$ cat config.mk
export PLATFORM = sky130hd
export DESIGN_NAME = sensor_average_poly_temperature_flat
export DESIGN_NICKNAME = d
export VERILOG_FILES = /design/src/hw/rtl/sapt_pkg.sv /design/src/hw/rtl/sapt_ifs.sv /design/src/hw/rtl/sensor_average_poly_temperature.sv /design/src/hw/rtl/sapt_csr.sv /design/src/hw/rtl/sapt_ctrl.sv /design/src/hw/rtl/sapt_dp.sv /design/src/flat_wrapper.sv
export SDC_FILE = /design/constraint.sdc
export NUM_CORES = 2
export LEC_CHECK = 0
export ABC_AREA = 1
export BUFFER_PORTS_ARGS = -buffer_cell sky130_fd_sc_hd__buf_2
export CORE_UTILIZATION = 55
export DETAILED_ROUTE_END_ITERATION = 10
export PLACE_DENSITY = 0.71
export SKIP_CTS_REPAIR_TIMING = 1
export SLEW_MARGIN = 10
export SYNTH_ARGS = -nofsm -noshare
export SYNTH_HDL_FRONTEND = slang
export SYNTH_SLANG_ARGS = --single-unit
export TNS_END_PERCENT = 20
$ cat constraint.sdc
create_clock -name clock -period 21.5 [get_ports clock]
set_clock_uncertainty 0.15 [all_clocks]
set_input_delay 2.15 -clock clock [delete_from_list [all_inputs] [get_ports clock]]
set_output_delay 2.15 -clock clock [all_outputs]
set_load 0.05 [all_outputs]
$ cat src/hw/rtl/sapt_pkg.sv
// Types, constants and coefficient tables shared by the sensor averaging block.
package sapt_pkg;

   parameter int CODE_W    = 10;
   parameter int TEMP_W    = 9;
   parameter int THRESH_W  = 9;
   parameter int CSR_AW    = 2;
   parameter int CSR_DW    = 32;
   parameter int TERM_W    = 2;
   parameter int COEF_W    = 19;
   parameter int R_W       = 18;
   parameter int PROD_W    = 29;
   parameter int RCP_W     = 30;

   parameter logic [TERM_W-1:0] TERM_LAST = 2'd3;
   parameter logic [CSR_AW-1:0] ADDR_THRESHOLD = 2'd0;
   parameter logic signed [THRESH_W-1:0] THRESHOLD_RESET = 9'sd105;

   parameter logic [R_W:0]          OFFSET     = 19'd4869;
   parameter logic signed [TEMP_W-1:0] TEMP_HIGH = 9'sd125;
   parameter logic signed [TEMP_W-1:0] TEMP_LOW  = -9'sd45;

   // Reciprocals ceil(2^shift / divisor), exact for the dividend widths used.
   parameter logic [RCP_W-1:0] POLY_RCP        = 30'd549755814;
   parameter int               POLY_SHIFT      = 39;
   parameter logic [RCP_W-1:0] POLY_LAST_RCP   = 30'd879609303;
   parameter int               POLY_LAST_SHIFT = 43;
   parameter logic [RCP_W-1:0] SCALE_RCP       = 30'd671089;
   parameter int               SCALE_SHIFT     = 26;

   typedef enum logic [3:0] {
      ST_IDLE,
      ST_AVG_DIV,
      ST_AVG_TAKE,
      ST_MUL,
      ST_POLY_LOAD,
      ST_POLY_DIV,
      ST_POLY_TAKE,
      ST_SCALE_LOAD,
      ST_SCALE_DIV,
      ST_DONE
   } state_type;

   typedef enum logic [1:0] {
      DIV_AVG,
      DIV_POLY,
      DIV_SCALE
   } div_sel_type;

   typedef struct packed {
      logic               accept;
      logic               div_load;
      div_sel_type        div_sel;
      logic               div_step;
      logic               take_avg;
      logic               take_poly;
      logic               mul;
      logic [TERM_W-1:0]  term;
      logic               emit;
   } cmd_type;

   typedef struct packed {
      logic timed_out;
      logic group_last;
      logic div_done;
      logic out_busy;
   } sts_type;

   function automatic logic [COEF_W-1:0] coef(input logic [TERM_W-1:0] term);
      logic [COEF_W-1:0] c;
      unique case (term)
         2'd0:    c = 19'd18439;
         2'd1:    c = 19'd80705;
         2'd2:    c = 19'd185010;
         default: c = 19'd328430;
      endcase
      return c;
   endfunction

endpackage

$ cat src/hw/rtl/sapt_ifs.sv
// Valid/ready channel interfaces for sensor read words and reading words.
interface sapt_req_if;
   logic                          valid;
   logic                          ready;
   logic [sapt_pkg::CODE_W-1:0]   sensor_code;
   logic                          read_timed_out;

   modport source (output valid, sensor_code, read_timed_out, input ready);
   modport sink (input valid, sensor_code, read_timed_out, output ready);
endinterface

interface sapt_rsp_if;
   logic                                 valid;
   logic                                 ready;
   logic [sapt_pkg::CODE_W-1:0]          raw_average;
   logic signed [sapt_pkg::TEMP_W-1:0]   temperature_c;
   logic                                 read_failed;
   logic                                 out_of_range;
   logic                                 overheat;
   logic                                 changed;

   modport source (output valid, raw_average, temperature_c, read_failed, out_of_range,
                   overheat, changed, input ready);
   modport sink (input valid, raw_average, temperature_c, read_failed, out_of_range,
                 overheat, changed, output ready);
endinterface

$ cat src/hw/rtl/sensor_average_poly_temperature.sv
// Top level: sensor read averaging with Horner polynomial temperature conversion.
// A word that does not close a group is taken back to back; a word that closes a group, or a
// timeout word, holds input ready low until its reading is in the output register. The
// reciprocal-multiply divide is used six times per reading, five on timeout.
// One word in flight; the output register lets the next word in while a reading waits.
// Reset (synchronous) clears group sum, previous reading, output valid; threshold -> 105.
module sensor_average_poly_temperature #(
   parameter int SAMPLES_PER_READING = 4
) (
   input  logic                            clock,
   input  logic                            reset,
   sapt_req_if.sink                        req_ch,
   sapt_rsp_if.source                      rsp_ch,
   input  logic                            psel,
   input  logic                            penable,
   input  logic                            pwrite,
   input  logic [sapt_pkg::CSR_AW-1:0]     paddr,
   input  logic [sapt_pkg::CSR_DW-1:0]     pwdata,
   output logic [sapt_pkg::CSR_DW-1:0]     prdata,
   output logic                            pready
);

   sapt_pkg::cmd_type                     cmd;
   sapt_pkg::sts_type                     sts;
   logic signed [sapt_pkg::THRESH_W-1:0]  threshold;

   sapt_csr u_csr (
      .clock     (clock),
      .reset     (reset),
      .psel      (psel),
      .penable   (penable),
      .pwrite    (pwrite),
      .paddr     (paddr),
      .pwdata    (pwdata),
      .prdata    (prdata),
      .pready    (pready),
      .threshold (threshold)
   );

   sapt_ctrl u_ctrl (
      .clock     (clock),
      .reset     (reset),
      .req_valid (req_ch.valid),
      .req_ready (req_ch.ready),
      .sts       (sts),
      .cmd       (cmd)
   );

   sapt_dp #(
      .SAMPLES_PER_READING (SAMPLES_PER_READING)
   ) u_dp (
      .clock          (clock),
      .reset          (reset),
      .cmd            (cmd),
      .sts            (sts),
      .sensor_code    (req_ch.sensor_code),
      .read_timed_out (req_ch.read_timed_out),
      .threshold      (threshold),
      .rsp_ready      (rsp_ch.ready),
      .rsp_valid      (rsp_ch.valid),
      .raw_average    (rsp_ch.raw_average),
      .temperature_c  (rsp_ch.temperature_c),
      .read_failed    (rsp_ch.read_failed),
      .out_of_range   (rsp_ch.out_of_range),
      .overheat       (rsp_ch.overheat),
      .changed        (rsp_ch.changed)
   );

endmodule

$ cat src/hw/rtl/sapt_csr.sv
// APB register file holding the overheat threshold.
module sapt_csr (
   input  logic                                clock,
   input  logic                                reset,
   input  logic                                psel,
   input  logic                                penable,
   input  logic                                pwrite,
   input  logic [sapt_pkg::CSR_AW-1:0]         paddr,
   input  logic [sapt_pkg::CSR_DW-1:0]         pwdata,
   output logic [sapt_pkg::CSR_DW-1:0]         prdata,
   output logic                                pready,
   output logic signed [sapt_pkg::THRESH_W-1:0] threshold
);

   logic signed [sapt_pkg::THRESH_W-1:0] threshold_ff;
   logic                                 addr_hit;

   assign addr_hit = (paddr == sapt_pkg::ADDR_THRESHOLD);
   assign pready   = 1'b1;

   always_ff @(posedge clock) begin
      if (reset) begin
         threshold_ff <= sapt_pkg::THRESHOLD_RESET;
      end else if (psel && penable && pwrite && addr_hit) begin
         threshold_ff <= pwdata[sapt_pkg::THRESH_W-1:0];
      end
   end

   always_comb begin
      prdata = '0;
      if (addr_hit) begin
         prdata = {{(sapt_pkg::CSR_DW-sapt_pkg::THRESH_W){threshold_ff[sapt_pkg::THRESH_W-1]}},
                   threshold_ff};
      end
   end

   assign threshold = threshold_ff;

endmodule

$ cat src/hw/rtl/sapt_ctrl.sv
// Sequencer for averaging, Horner terms and the final scale divide.
module sapt_ctrl (
   input  logic                clock,
   input  logic                reset,
   input  logic                req_valid,
   output logic                req_ready,
   input  sapt_pkg::sts_type   sts,
   output sapt_pkg::cmd_type   cmd
);

   sapt_pkg::state_type              state_ff, state_in;
   logic [sapt_pkg::TERM_W-1:0]      term_ff, term_in;
   logic                             accept;

   assign accept = req_valid && (state_ff == sapt_pkg::ST_IDLE);

   always_ff @(posedge clock) begin
      if (reset) begin
         state_ff <= sapt_pkg::ST_IDLE;
         term_ff  <= '0;
      end else begin
         state_ff <= state_in;
         term_ff  <= term_in;
      end
   end

   always_comb begin
      state_in = state_ff;
      term_in  = term_ff;
      unique case (state_ff)
         sapt_pkg::ST_IDLE: begin
            if (accept) begin
               if (sts.timed_out) begin
                  term_in  = '0;
                  state_in = sapt_pkg::ST_MUL;
               end else if (sts.group_last) begin
                  state_in = sapt_pkg::ST_AVG_DIV;
               end
            end
         end
         sapt_pkg::ST_AVG_DIV: begin
            if (sts.div_done) state_in = sapt_pkg::ST_AVG_TAKE;
         end
         sapt_pkg::ST_AVG_TAKE: begin
            term_in  = '0;
            state_in = sapt_pkg::ST_MUL;
         end
         sapt_pkg::ST_MUL:       state_in = sapt_pkg::ST_POLY_LOAD;
         sapt_pkg::ST_POLY_LOAD: state_in = sapt_pkg::ST_POLY_DIV;
         sapt_pkg::ST_POLY_DIV: begin
            if (sts.div_done) state_in = sapt_pkg::ST_POLY_TAKE;
         end
         sapt_pkg::ST_POLY_TAKE: begin
            if (term_ff == sapt_pkg::TERM_LAST) begin
               state_in = sapt_pkg::ST_SCALE_LOAD;
            end else begin
               term_in  = term_ff + 1'b1;
               state_in = sapt_pkg::ST_MUL;
            end
         end
         sapt_pkg::ST_SCALE_LOAD: state_in = sapt_pkg::ST_SCALE_DIV;
         sapt_pkg::ST_SCALE_DIV: begin
            if (sts.div_done) state_in = sapt_pkg::ST_DONE;
         end
         sapt_pkg::ST_DONE: begin
            if (!sts.out_busy) state_in = sapt_pkg::ST_IDLE;
         end
         default: state_in = sapt_pkg::ST_IDLE;
      endcase
   end

   always_comb begin
      cmd         = '0;
      cmd.div_sel = sapt_pkg::DIV_AVG;
      cmd.term    = term_ff;
      req_ready   = 1'b0;
      unique case (state_ff)
         sapt_pkg::ST_IDLE: begin
            req_ready  = 1'b1;
            cmd.accept = accept;
            if (accept && !sts.timed_out && sts.group_last) begin
               cmd.div_load = 1'b1;
               cmd.div_sel  = sapt_pkg::DIV_AVG;
            end
         end
         sapt_pkg::ST_AVG_DIV:   cmd.div_step = 1'b1;
         sapt_pkg::ST_AVG_TAKE:  cmd.take_avg = 1'b1;
         sapt_pkg::ST_MUL:       cmd.mul = 1'b1;
         sapt_pkg::ST_POLY_LOAD: begin
            cmd.div_load = 1'b1;
            cmd.div_sel  = sapt_pkg::DIV_POLY;
         end
         sapt_pkg::ST_POLY_DIV:  cmd.div_step = 1'b1;
         sapt_pkg::ST_POLY_TAKE: cmd.take_poly = 1'b1;
         sapt_pkg::ST_SCALE_LOAD: begin
            cmd.div_load = 1'b1;
            cmd.div_sel  = sapt_pkg::DIV_SCALE;
         end
         sapt_pkg::ST_SCALE_DIV: cmd.div_step = 1'b1;
         sapt_pkg::ST_DONE:      cmd.emit = !sts.out_busy;
         default: ;
      endcase
   end

endmodule

$ cat src/hw/rtl/sapt_dp.sv
// Datapath: group sum, shared multiplier, reciprocal-multiply divider and output word.
module sapt_dp #(
   parameter int SAMPLES_PER_READING = 4
) (
   input  logic                                  clock,
   input  logic                                  reset,
   input  sapt_pkg::cmd_type                     cmd,
   output sapt_pkg::sts_type                     sts,
   input  logic [sapt_pkg::CODE_W-1:0]           sensor_code,
   input  logic                                  read_timed_out,
   input  logic signed [sapt_pkg::THRESH_W-1:0]  threshold,
   input  logic                                  rsp_ready,
   output logic                                  rsp_valid,
   output logic [sapt_pkg::CODE_W-1:0]           raw_average,
   output logic signed [sapt_pkg::TEMP_W-1:0]    temperature_c,
   output logic                                  read_failed,
   output logic                                  out_of_range,
   output logic                                  overheat,
   output logic                                  changed
);

   localparam int SUM_W = sapt_pkg::CODE_W + $clog2(SAMPLES_PER_READING);
   localparam int CNT_W = (SAMPLES_PER_READING > 1) ? $clog2(SAMPLES_PER_READING) : 1;
   localparam int R_W   = sapt_pkg::R_W;
   localparam int P_W   = sapt_pkg::PROD_W;
   localparam int T_W   = sapt_pkg::TEMP_W;
   localparam int RCP_W = sapt_pkg::RCP_W;
   localparam int RPROD_W = P_W + RCP_W;
   localparam int AVG_SHIFT = SUM_W + $clog2(SAMPLES_PER_READING);
   localparam longint AVG_RCP = ((longint'(1) << AVG_SHIFT) + longint'(SAMPLES_PER_READING)
                                 - 1) / longint'(SAMPLES_PER_READING);

   logic [CNT_W-1:0]             count_ff;
   logic [SUM_W-1:0]             sum_ff;
   logic [SUM_W-1:0]             sum_add;
   logic                         group_last;

   logic [sapt_pkg::CODE_W-1:0]  x_ff;
   logic [R_W-1:0]               r_ff;
   logic                         failed_ff;
   logic [P_W-1:0]               prod_ff;
   logic [sapt_pkg::COEF_W-1:0]  coef_diff;

   logic [P_W-1:0]               dvd_ff;
   logic [RCP_W-1:0]             rcp_ff;
   sapt_pkg::div_sel_type        dsel_ff;
   logic                         last_ff;
   logic                         div_done_ff;
   logic [P_W-1:0]               quo_ff;
   logic                         neg_ff;
   logic [RPROD_W-1:0]           rprod;
   logic [P_W-1:0]               quo_next;

   logic signed [R_W:0]          offset_val;
   logic [R_W:0]                 offset_mag;
   logic [P_W-1:0]               dvd_sel;
   logic [RCP_W-1:0]             rcp_sel;

   logic [T_W-1:0]               quo_temp;
   logic signed [T_W-1:0]        temp_c;
   logic signed [T_W:0]          temp_diff;
   logic signed [T_W-1:0]        prev_ff;

   logic                         rsp_valid_ff;
   logic [sapt_pkg::CODE_W-1:0]  raw_ff;
   logic signed [T_W-1:0]        temp_ff;
   logic                         failed_out_ff;
   logic                         range_ff;
   logic                         overheat_ff;
   logic                         changed_ff;

   assign sum_add    = sum_ff + SUM_W'(sensor_code);
   assign group_last = (count_ff == CNT_W'(SAMPLES_PER_READING - 1));

   always_ff @(posedge clock) begin
      if (reset) begin
         count_ff <= '0;
         sum_ff   <= '0;
      end else if (cmd.accept) begin
         if (read_timed_out || group_last) begin
            count_ff <= '0;
            sum_ff   <= '0;
         end else begin
            count_ff <= count_ff + 1'b1;
            sum_ff   <= sum_add;
         end
      end
   end

   assign coef_diff = sapt_pkg::coef(cmd.term) - sapt_pkg::COEF_W'(r_ff);

   always_ff @(posedge clock) begin
      if (cmd.accept && read_timed_out) begin
         x_ff      <= '0;
         r_ff      <= '0;
         failed_ff <= 1'b1;
      end else if (cmd.take_avg) begin
         x_ff      <= quo_ff[sapt_pkg::CODE_W-1:0];
         r_ff      <= '0;
         failed_ff <= 1'b0;
      end else if (cmd.take_poly) begin
         r_ff <= quo_ff[R_W-1:0];
      end
      if (cmd.mul) begin
         prod_ff <= P_W'(coef_diff) * P_W'(x_ff);
      end
   end

   assign offset_val = $signed({1'b0, r_ff}) - $signed(sapt_pkg::OFFSET);
   assign offset_mag = offset_val[R_W] ? (~offset_val + 1'b1) : offset_val;

   always_comb begin
      case (cmd.div_sel)
         sapt_pkg::DIV_AVG: begin
            dvd_sel = P_W'(sum_add);
            rcp_sel = RCP_W'(AVG_RCP);
         end
         sapt_pkg::DIV_POLY: begin
            dvd_sel = prod_ff;
            rcp_sel = (cmd.term == sapt_pkg::TERM_LAST) ? sapt_pkg::POLY_LAST_RCP
                                                         : sapt_pkg::POLY_RCP;
         end
         sapt_pkg::DIV_SCALE: begin
            dvd_sel = P_W'(offset_mag);
            rcp_sel = sapt_pkg::SCALE_RCP;
         end
         default: begin
            dvd_sel = prod_ff;
            rcp_sel = sapt_pkg::POLY_RCP;
         end
      endcase
   end

   // Quotient is the high part of dividend times reciprocal.
   assign rprod = RPROD_W'(dvd_ff) * RPROD_W'(rcp_ff);

   always_comb begin
      case (dsel_ff)
         sapt_pkg::DIV_AVG:   quo_next = P_W'(rprod >> AVG_SHIFT);
         sapt_pkg::DIV_POLY: begin
            quo_next = last_ff ? P_W'(rprod >> sapt_pkg::POLY_LAST_SHIFT)
                               : P_W'(rprod >> sapt_pkg::POLY_SHIFT);
         end
         sapt_pkg::DIV_SCALE: quo_next = P_W'(rprod >> sapt_pkg::SCALE_SHIFT);
         default:             quo_next = '0;
      endcase
   end

   always_ff @(posedge clock) begin
      if (cmd.div_load) begin
         dvd_ff      <= dvd_sel;
         rcp_ff      <= rcp_sel;
         dsel_ff     <= cmd.div_sel;
         last_ff     <= (cmd.term == sapt_pkg::TERM_LAST);
         div_done_ff <= 1'b0;
         if (cmd.div_sel == sapt_pkg::DIV_SCALE) begin
            neg_ff <= offset_val[R_W];
         end
      end else if (cmd.div_step) begin
         quo_ff      <= quo_next;
         div_done_ff <= 1'b1;
      end
   end

   assign quo_temp  = quo_ff[T_W-1:0];
   assign temp_c    = neg_ff ? $signed(~quo_temp + 1'b1) : $signed(quo_temp);
   assign temp_diff = {temp_c[T_W-1], temp_c} - {prev_ff[T_W-1], prev_ff};

   always_ff @(posedge clock) begin
      if (reset) begin
         rsp_valid_ff <= 1'b0;
         prev_ff      <= '0;
      end else if (cmd.emit) begin
         rsp_valid_ff <= 1'b1;
         prev_ff      <= temp_c;
      end else if (rsp_ready) begin
         rsp_valid_ff <= 1'b0;
      end
   end

   always_ff @(posedge clock) begin
      if (cmd.emit) begin
         raw_ff        <= x_ff;
         temp_ff       <= temp_c;
         failed_out_ff <= failed_ff;
         range_ff      <= (temp_c > sapt_pkg::TEMP_HIGH) || (temp_c < sapt_pkg::TEMP_LOW);
         overheat_ff   <= (temp_c > threshold);
         changed_ff    <= (temp_diff > 10'sd1) || (temp_diff < -10'sd1);
      end
   end

   assign sts.timed_out  = read_timed_out;
   assign sts.group_last = group_last;
   assign sts.div_done   = div_done_ff;
   assign sts.out_busy   = rsp_valid_ff && !rsp_ready;

   assign rsp_valid     = rsp_valid_ff;
   assign raw_average   = raw_ff;
   assign temperature_c = temp_ff;
   assign read_failed   = failed_out_ff;
   assign out_of_range  = range_ff;
   assign overheat      = overheat_ff;
   assign changed       = changed_ff;

endmodule

$ cat src/flat_wrapper.sv
// flat-port wrapper written by rule: the top's interface ports become plain ports
module sensor_average_poly_temperature_flat 
#(
   parameter int SAMPLES_PER_READING = 4
)
  (clock, reset, psel, penable, pwrite, paddr, pwdata, prdata, pready, req_ch_valid, req_ch_sensor_code, req_ch_read_timed_out, req_ch_ready, rsp_ch_valid, rsp_ch_raw_average, rsp_ch_temperature_c, rsp_ch_read_failed, rsp_ch_out_of_range, rsp_ch_overheat, rsp_ch_changed, rsp_ch_ready);
  sapt_req_if req_ch_i ();
  sapt_rsp_if rsp_ch_i ();
  input  logic clock;
  input  logic reset;
  input  logic psel;
  input  logic penable;
  input  logic pwrite;
  input  logic [sapt_pkg::CSR_AW-1:0] paddr;
  input  logic [sapt_pkg::CSR_DW-1:0] pwdata;
  output logic [sapt_pkg::CSR_DW-1:0] prdata;
  output logic pready;
  input wire logic [$bits(req_ch_i.valid)-1:0] req_ch_valid;
  input wire logic [$bits(req_ch_i.sensor_code)-1:0] req_ch_sensor_code;
  input wire logic [$bits(req_ch_i.read_timed_out)-1:0] req_ch_read_timed_out;
  output wire logic [$bits(req_ch_i.ready)-1:0] req_ch_ready;
  output wire logic [$bits(rsp_ch_i.valid)-1:0] rsp_ch_valid;
  output wire logic [$bits(rsp_ch_i.raw_average)-1:0] rsp_ch_raw_average;
  output wire logic [$bits(rsp_ch_i.temperature_c)-1:0] rsp_ch_temperature_c;
  output wire logic [$bits(rsp_ch_i.read_failed)-1:0] rsp_ch_read_failed;
  output wire logic [$bits(rsp_ch_i.out_of_range)-1:0] rsp_ch_out_of_range;
  output wire logic [$bits(rsp_ch_i.overheat)-1:0] rsp_ch_overheat;
  output wire logic [$bits(rsp_ch_i.changed)-1:0] rsp_ch_changed;
  input wire logic [$bits(rsp_ch_i.ready)-1:0] rsp_ch_ready;
  assign req_ch_i.valid = req_ch_valid;
  assign req_ch_i.sensor_code = req_ch_sensor_code;
  assign req_ch_i.read_timed_out = req_ch_read_timed_out;
  assign req_ch_ready = req_ch_i.ready;
  assign rsp_ch_valid = rsp_ch_i.valid;
  assign rsp_ch_raw_average = rsp_ch_i.raw_average;
  assign rsp_ch_temperature_c = rsp_ch_i.temperature_c;
  assign rsp_ch_read_failed = rsp_ch_i.read_failed;
  assign rsp_ch_out_of_range = rsp_ch_i.out_of_range;
  assign rsp_ch_overheat = rsp_ch_i.overheat;
  assign rsp_ch_changed = rsp_ch_i.changed;
  assign rsp_ch_i.ready = rsp_ch_ready;
  sensor_average_poly_temperature #(.SAMPLES_PER_READING(SAMPLES_PER_READING)) u_core (.clock(clock), .reset(reset), .req_ch(req_ch_i), .rsp_ch(rsp_ch_i), .psel(psel), .penable(penable), .pwrite(pwrite), .paddr(paddr), .pwdata(pwdata), .prdata(prdata), .pready(pready));
endmodule
# Word-level counts from Yosys, hierarchy flattened
# Cells that the tools add are included.
# Widths: inputs -> output; s select.
classes:
  bitwise_logic: 3
  mul: 2
  shift: 0
  eq_ne: 25
  n_reduce_logical: 27
  mux: 35
  n_lt_le_gt_ge: 5
  div: 0
  n_addsub: 8
op_table:
  columns: ["op", "n"]
  rows:
  - ["$pmux 30 s3", 1]
  - ["$mul 29x30->59", 1]
  - ["$pmux 29 s2", 1]
  - ["$pmux 19 s3", 1]
  - ["$pmux 18 s3", 1]
  - ["$pmux 4 s10", 1]
  - ["$mux 32", 1]
  - ["$mul 19x10->29", 1]
  - ["$mux 29", 1]
  - ["$mux 4", 7]
  - ["$add 19x1->19 const B", 1]
  - ["$mux 19", 1]
  - ["$not 19->19", 1]
  - ["$sub 18x13->19 const B", 1]
  - ["$sub 19x18->19", 1]
  - ["$mux 18", 1]
  - ["$eq 4x3->1 const B", 4]
  - ["$ne 2x2->1 const B", 7]
  - ["$add 12x10->12", 1]
  - ["$mux 12", 1]
  - ["$eq 2x2->1 const B", 5]
  - ["$gt 10x2->1 const B", 1]
  - ["$lt 10x1->1 const B", 1]
  - ["$sub 9x9->10", 1]
  - ["30 further kinds", 62]
totals:
  word_cells: 129
  out_inout_bits: 58
  mem_bits_ro: 0
  latchBits: 0
  register_bits: 202
  ram_bits: 0
  in_bits: 52
  mem_count: 0

# Depth between registers and ports, before layout
depth:
  word_depth: 8
  ltp_mapped: 36
  ltp_nobuf: 34

# Cells and area by module
# From an unflattened synthesis, not the netlist that was laid out.
hier_totals:
  cells_unflattened: 5122
  hier_area_um2: 41379.7
modules_own_cells:
  columns: ["mod", "seq_area_each_um2", "n_inst", "area_each_um2", "cells_each"]
  rows:
  - ["sapt_dp", 4414.2, 1, 40252.4, 4945]
  - ["sapt_csr", 180.2, 1, 665.6, 100]
  - ["sapt_ctrl", 120.1, 1, 461.7, 77]

# Worst setup path after synthesis
# No wires, ideal clock.
synth_timing:
  path_type: "flip-flop to flip-flop"
  start: "register u_core.u_dp.rcp_ff[22]"
  end: "register u_core.u_dp.quo_ff[8], data pin"
  path_stages_with_launch: 31
  required_ns: 21.091
  setup_ns: 0.259
  slack_ns: 14.291
  n_path_buf: 3
  arrival_ns: 6.800
  path_cell_list: "edfxtp_1 > buf_2 > clkbuf_1 > buf_1 > nand2_1 > inv_1 > fa_1 > fa_1 > inv_1 > fa_1 > fa_1 > inv_1 > fa_1 > fa_1 > fa_1 > inv_1 > fa_1 > inv_1 > ha_1 > nand2_1 > nor2_1 > nand2_1 > nor2_2 > and3_1 > nand2_1 > nand3_1 > nand2_1 > nand3_1 > nand2_1 > inv_1 > nand3_1"
synth_via:
  elab_chain_len: 3
synth_lines:
  columns: ["item", "line_no", "source"]
  rows:
  - ["from (decl)", "sapt_dp.sv:45", "logic [RCP_W-1:0] rcp_ff;"]
  - ["from (signal assigned)", "sapt_dp.sv:152", "rcp_ff <= rcp_sel;"]
  - ["$mul 29x30->59 (*)", "sapt_dp.sv:135", "assign rprod = RPROD_W'(dvd_ff) * RPROD_W'(rcp_ff);"]
  - ["$mux 18", "sapt_dp.sv:141", "quo_next = last_ff ? P_W'(rprod >> sapt_pkg::POLY_LAST_SHIFT)"]
  - ["$pmux 18 s3 (*)", "sapt_dp.sv:138", "case (dsel_ff)"]
  - ["net u_core.u_dp.quo_next[8]", "sapt_dp.sv:52", "logic [P_W-1:0] quo_next;"]
  - ["to (signal assigned)", "sapt_dp.sv:160", "quo_ff <= quo_next;"]
  - ["to (decl)", "sapt_dp.sv:49", "logic [P_W-1:0] quo_ff;"]
# The timed path passes the listed nets; every way through them passes the cells marked *.
# A chain may end at the register's enable or synchronous reset.

# Worst setup path in the final report
# Same ends and word-level chain as after synthesis.

==> flow_summary.json <==
{
  "clkTransAtPathRegs_ns": 0.08,
  "nFillCells": 6855,
  "crit_type": "reg2reg",
  "grt_util_all_layers_pct": 32.9,
  "reg2reg_slack_ns": 13.14,
  "synth-simple-area-share_pct": 17.9,
  "worstRegToRegCells": 28,
  "synth-adder-area-share_pct": 49.7,
  "cts_tree": "built",
  "busiest_layer": "met2",
  "drc": 0,
  "coreArea_um2": 74300,
  "die_h_um": 276,
  "crit_buf_inv": 7,
  "yosys-mux-area-fraction_pct": 0,
  "fin_ws_ns": 13.14,
  "synth_cell_types": 65,
  "netlist_instances": 5073,
  "final-setup-viol-count": 0,
  "grt_use_met3_pct": 4.58,
  "cts_root_buffer": "clkbuf_16",
  "die_w_um": 276,
  "ios": 110,
  "fin_crit_ns": 8.36,
  "worstPathArrival_ns": 8.39,
  "grt_first_pass_wirelength_um": 187000,
  "cts-buffers-inserted": 17,
  "ys_seq_elements": 179,
  "first_pass_iters": 7,
  "synth-xor-area-share_pct": 1.99,
  "rsz0062_at_grt": "false",
  "crit_top_cell": "fa_1",
  "critPathMaxFanout": 33,
  "post-route-period-util_pct": 38.9,
  "preCtsSetupSlack_ns": 13.29,
  "die_area_um2": 76000,
  "drive_gt1_share_pct": 4.68,
  "clk_path_buf_depth": 2,
  "hold_viol": 0,
  "maxSlewViolCount": 0,
  "grt_use_met2_pct": 55.4,
  "syn-cell-area_um2": 41200,
  "via_count": 32500,
  "ant_nets": 0,
  "status": "finished clean",
  "r2r-start": "u_core.u_dp.rcp_ff[22]$_DFFE_PP_",
  "initial_core_util_pct": 55.5,
  "tightest_slew_ns": 1.15,
  "max_cap_violations": 0,
  "crit_cells": 28,
  "insertion_delay_ns": 0.47,
  "grt_pass1_vias": 33800,
  "r2r-end": "u_core.u_dp.quo_ff[8]$_DFFE_PP_",
  "avgSynthCellArea_um2": 8.13,
  "crit_end": "u_core.u_dp.quo_ff[8]$_DFFE_PP_",
  "critPathCaptureType": "flop",
  "synth_seq_area_share_pct": 11.4,
  "path_delay_family": "adder cells",
  "fmax_mhz": 120,
  "min_path_type": "reg2reg",
  "synthToLayoutAreaGrowth_pct": 4.41,
  "cts.sinks": 179,
  "synth_nets": 6330,
  "cts_max_level": 4,
  "slowest_stage": "fa_1",
  "antenna_found_initial": 1,
  "wl_per_cell_um": 19.8,
  "via_per_inst": 5.37,
  "fp-row-count": 100,
  "grt_max_degree": 41,
  "relSlewSlack_pct": 23.0,
  "worst_setup_path_start_kind": "flop",
  "dp_hpwl_um": 105000,
  "met1_usage_pct": 39.6,
  "grt_overflow": 0,
  "place_congestion": 1.04,
  "final_nets": 6330,
  "drtIter0Drc": 2671,
  "place_area_um2": 42400,
  "synth-compound-area-share_pct": 4.91,
  "io_buffer_count": 85,
  "yosysWarnings": 0,
  "setup.worst_path.start": "u_core.u_dp.rcp_ff[22]$_DFFE_PP_",
  "cpPeakStageDelay_ns": 0.64,
  "tns_ns": 0,
  "crit_required_ns": 21.53,
  "fin_area_um2": 43000,
  "finalWirelength_um": 120000,
  "synth_top_family_by_area": "adder cells"
}
kinds of logic (layout without fill, tap and decap cells):
group                    Yosys count  count (layout)
AND/OR/NAND/NOR                 1743            1743
buffers and inverters           1500            1513
flip-flops                       179             179
AO/OA/AOI/OAI                    358             358
other                              1               2
XOR/XNOR                          87              87
adder cells (fa/ha/maj)         1205            1205
per-layer routing:
layer	vias to the layer above	wire length, um
met3	381	8510
met4	0	8880
met5	-	0
li1	15200	-
met2	1372	57100
met1	15600	45200
worst min path at each step:
| stage | startpoint | end | slack (ns) | cells past startpoint |
|---|---|---|---|---|
| after floorplan | u_core.u_dp.x_ff[1]$_SDFFE_PP0P_ | u_core.u_dp.raw_average[1]$_DFFE_PP_ | 0.26 | 0 |
| after global placement | u_core.u_dp.prev_ff[2]$_SDFFE_PP0P_ | u_core.u_dp.prev_ff[2]$_SDFFE_PP0P_ | 0.30 | 2 |
| after detailed placement | u_core.u_dp.prev_ff[2]$_SDFFE_PP0P_ | u_core.u_dp.prev_ff[2]$_SDFFE_PP0P_ | 0.31 | 2 |
| after CTS | u_core.u_dp.prev_ff[2]$_SDFFE_PP0P_ | u_core.u_dp.prev_ff[2]$_SDFFE_PP0P_ | 0.32 | 2 |
| after global routing | u_core.u_dp.sum_ff[4]$_SDFFE_PP0P_ | u_core.u_dp.sum_ff[4]$_SDFFE_PP0P_ | 0.35 | 2 |
| final | u_core.u_dp.prev_ff[2]$_SDFFE_PP0P_ | u_core.u_dp.prev_ff[2]$_SDFFE_PP0P_ | 0.32 | 2 |
state kept, by name, summed over array words and instances (netlist names), 2 cells and up:
name and cells:
u_core.u_dp.dvd_ff 29, u_core.u_dp.prod_ff 29, u_core.u_dp.quo_ff 18, u_core.u_dp.r_ff 18
u_core.u_dp.sum_ff 12, u_core.u_dp.raw_average 10, u_core.u_dp.x_ff 10, u_core.u_csr.threshold 9
u_core.u_dp.prev_ff 9, u_core.u_dp.temperature_c 9, u_core.u_dp.rcp_ff 8, u_core.u_ctrl.state_ff 4
u_core.u_ctrl.term_ff 2, u_core.u_dp.count_ff 2
cell usage in the layout (no fill, tap or decap), types with 20 or more instances in the layout:
cell type / count
o21bai_1: 26
o21ai_0: 91
buf_4: 21
nor3_1: 35
dfxtp_1: 69
nand2_1: 1039
nand3_1: 227
inv_1: 1356
xor2_1: 63
edfxtp_1: 110
nand4_1: 34
a21oi_1: 171
or2_2: 20
ha_1: 482
nand3b_1: 23
buf_2: 85
nor2_1: 292
fa_1: 723
cell usage after synthesis, drive strengths merged:
library cell / number / area [um2]
nor2: 315 / 1260
dfxtp: 69 / 1380
nor4: 7 / 56.3
nor2b: 1 / 6.26
o211ai: 10 / 75.1
ha: 482 / 6030
buf: 50 / 320
a32o: 2 / 20.0
clkbuf: 75 / 305
a221oi: 3 / 26.3
o31ai: 5 / 37.5
xor2: 68 / 644
a211oi: 5 / 37.5
nor3: 38 / 211
conb: 1 / 3.75
a31oi: 4 / 25.0
a22oi: 1 / 7.51
inv: 1370 / 5140
o21bai: 27 / 206
o21ai: 103 / 531
a21oi: 172 / 865
nand4: 37 / 259
o22ai: 2 / 12.5
and3: 1 / 6.26
xnor2: 19 / 174
or2: 27 / 169
o41ai: 1 / 8.76
clkinv: 5 / 18.8
edfxtp: 110 / 3300
a21o: 12 / 90.1
o21a: 6 / 45.0
nand2: 1060 / 4060
fa: 723 / 14500
a21boi: 4 / 30.0
o2111ai: 1 / 8.76
nand3b: 23 / 173
and2: 3 / 18.8
nand3: 231 / 1180
through the flow:
step                util [%]  hold slack [ns]  instances
finish                  57.9            0.320       6056
global route            57.9            0.347       6055
CTS                     57.9            0.322       6055
detailed placement      57.0            0.309       6023
global placement        57.0            0.299       6023
floorplan                  -            0.256       5073
worst reg2reg max path: cells and delay by family (launching register included):
family	cells	cell delay, ns
DFF	1	0.33
adders and majority gates	9	4.68
and+or+nand+nor	12	1.70
buffers and inverters	7	1.19
cell type report:
cell class | count | area, um2 | area share [%]
clock inverter | 15 | 209 | 0.485
inverter | 1375 | 5160 | 12.0
multi-input combinational | 3394 | 30800 | 71.5
timing repair buffer | 106 | 583 | 1.35
antenna | 1 | 2.50 | 0.00581
sequential | 179 | 4680 | 10.9
tap | 969 | 1210 | 2.82
clock buffer | 17 | 425 | 0.988
Power is left out: the tool's default activity adds up to more than one toggle a clock period on the data nets, which glitch-free logic cannot reach.
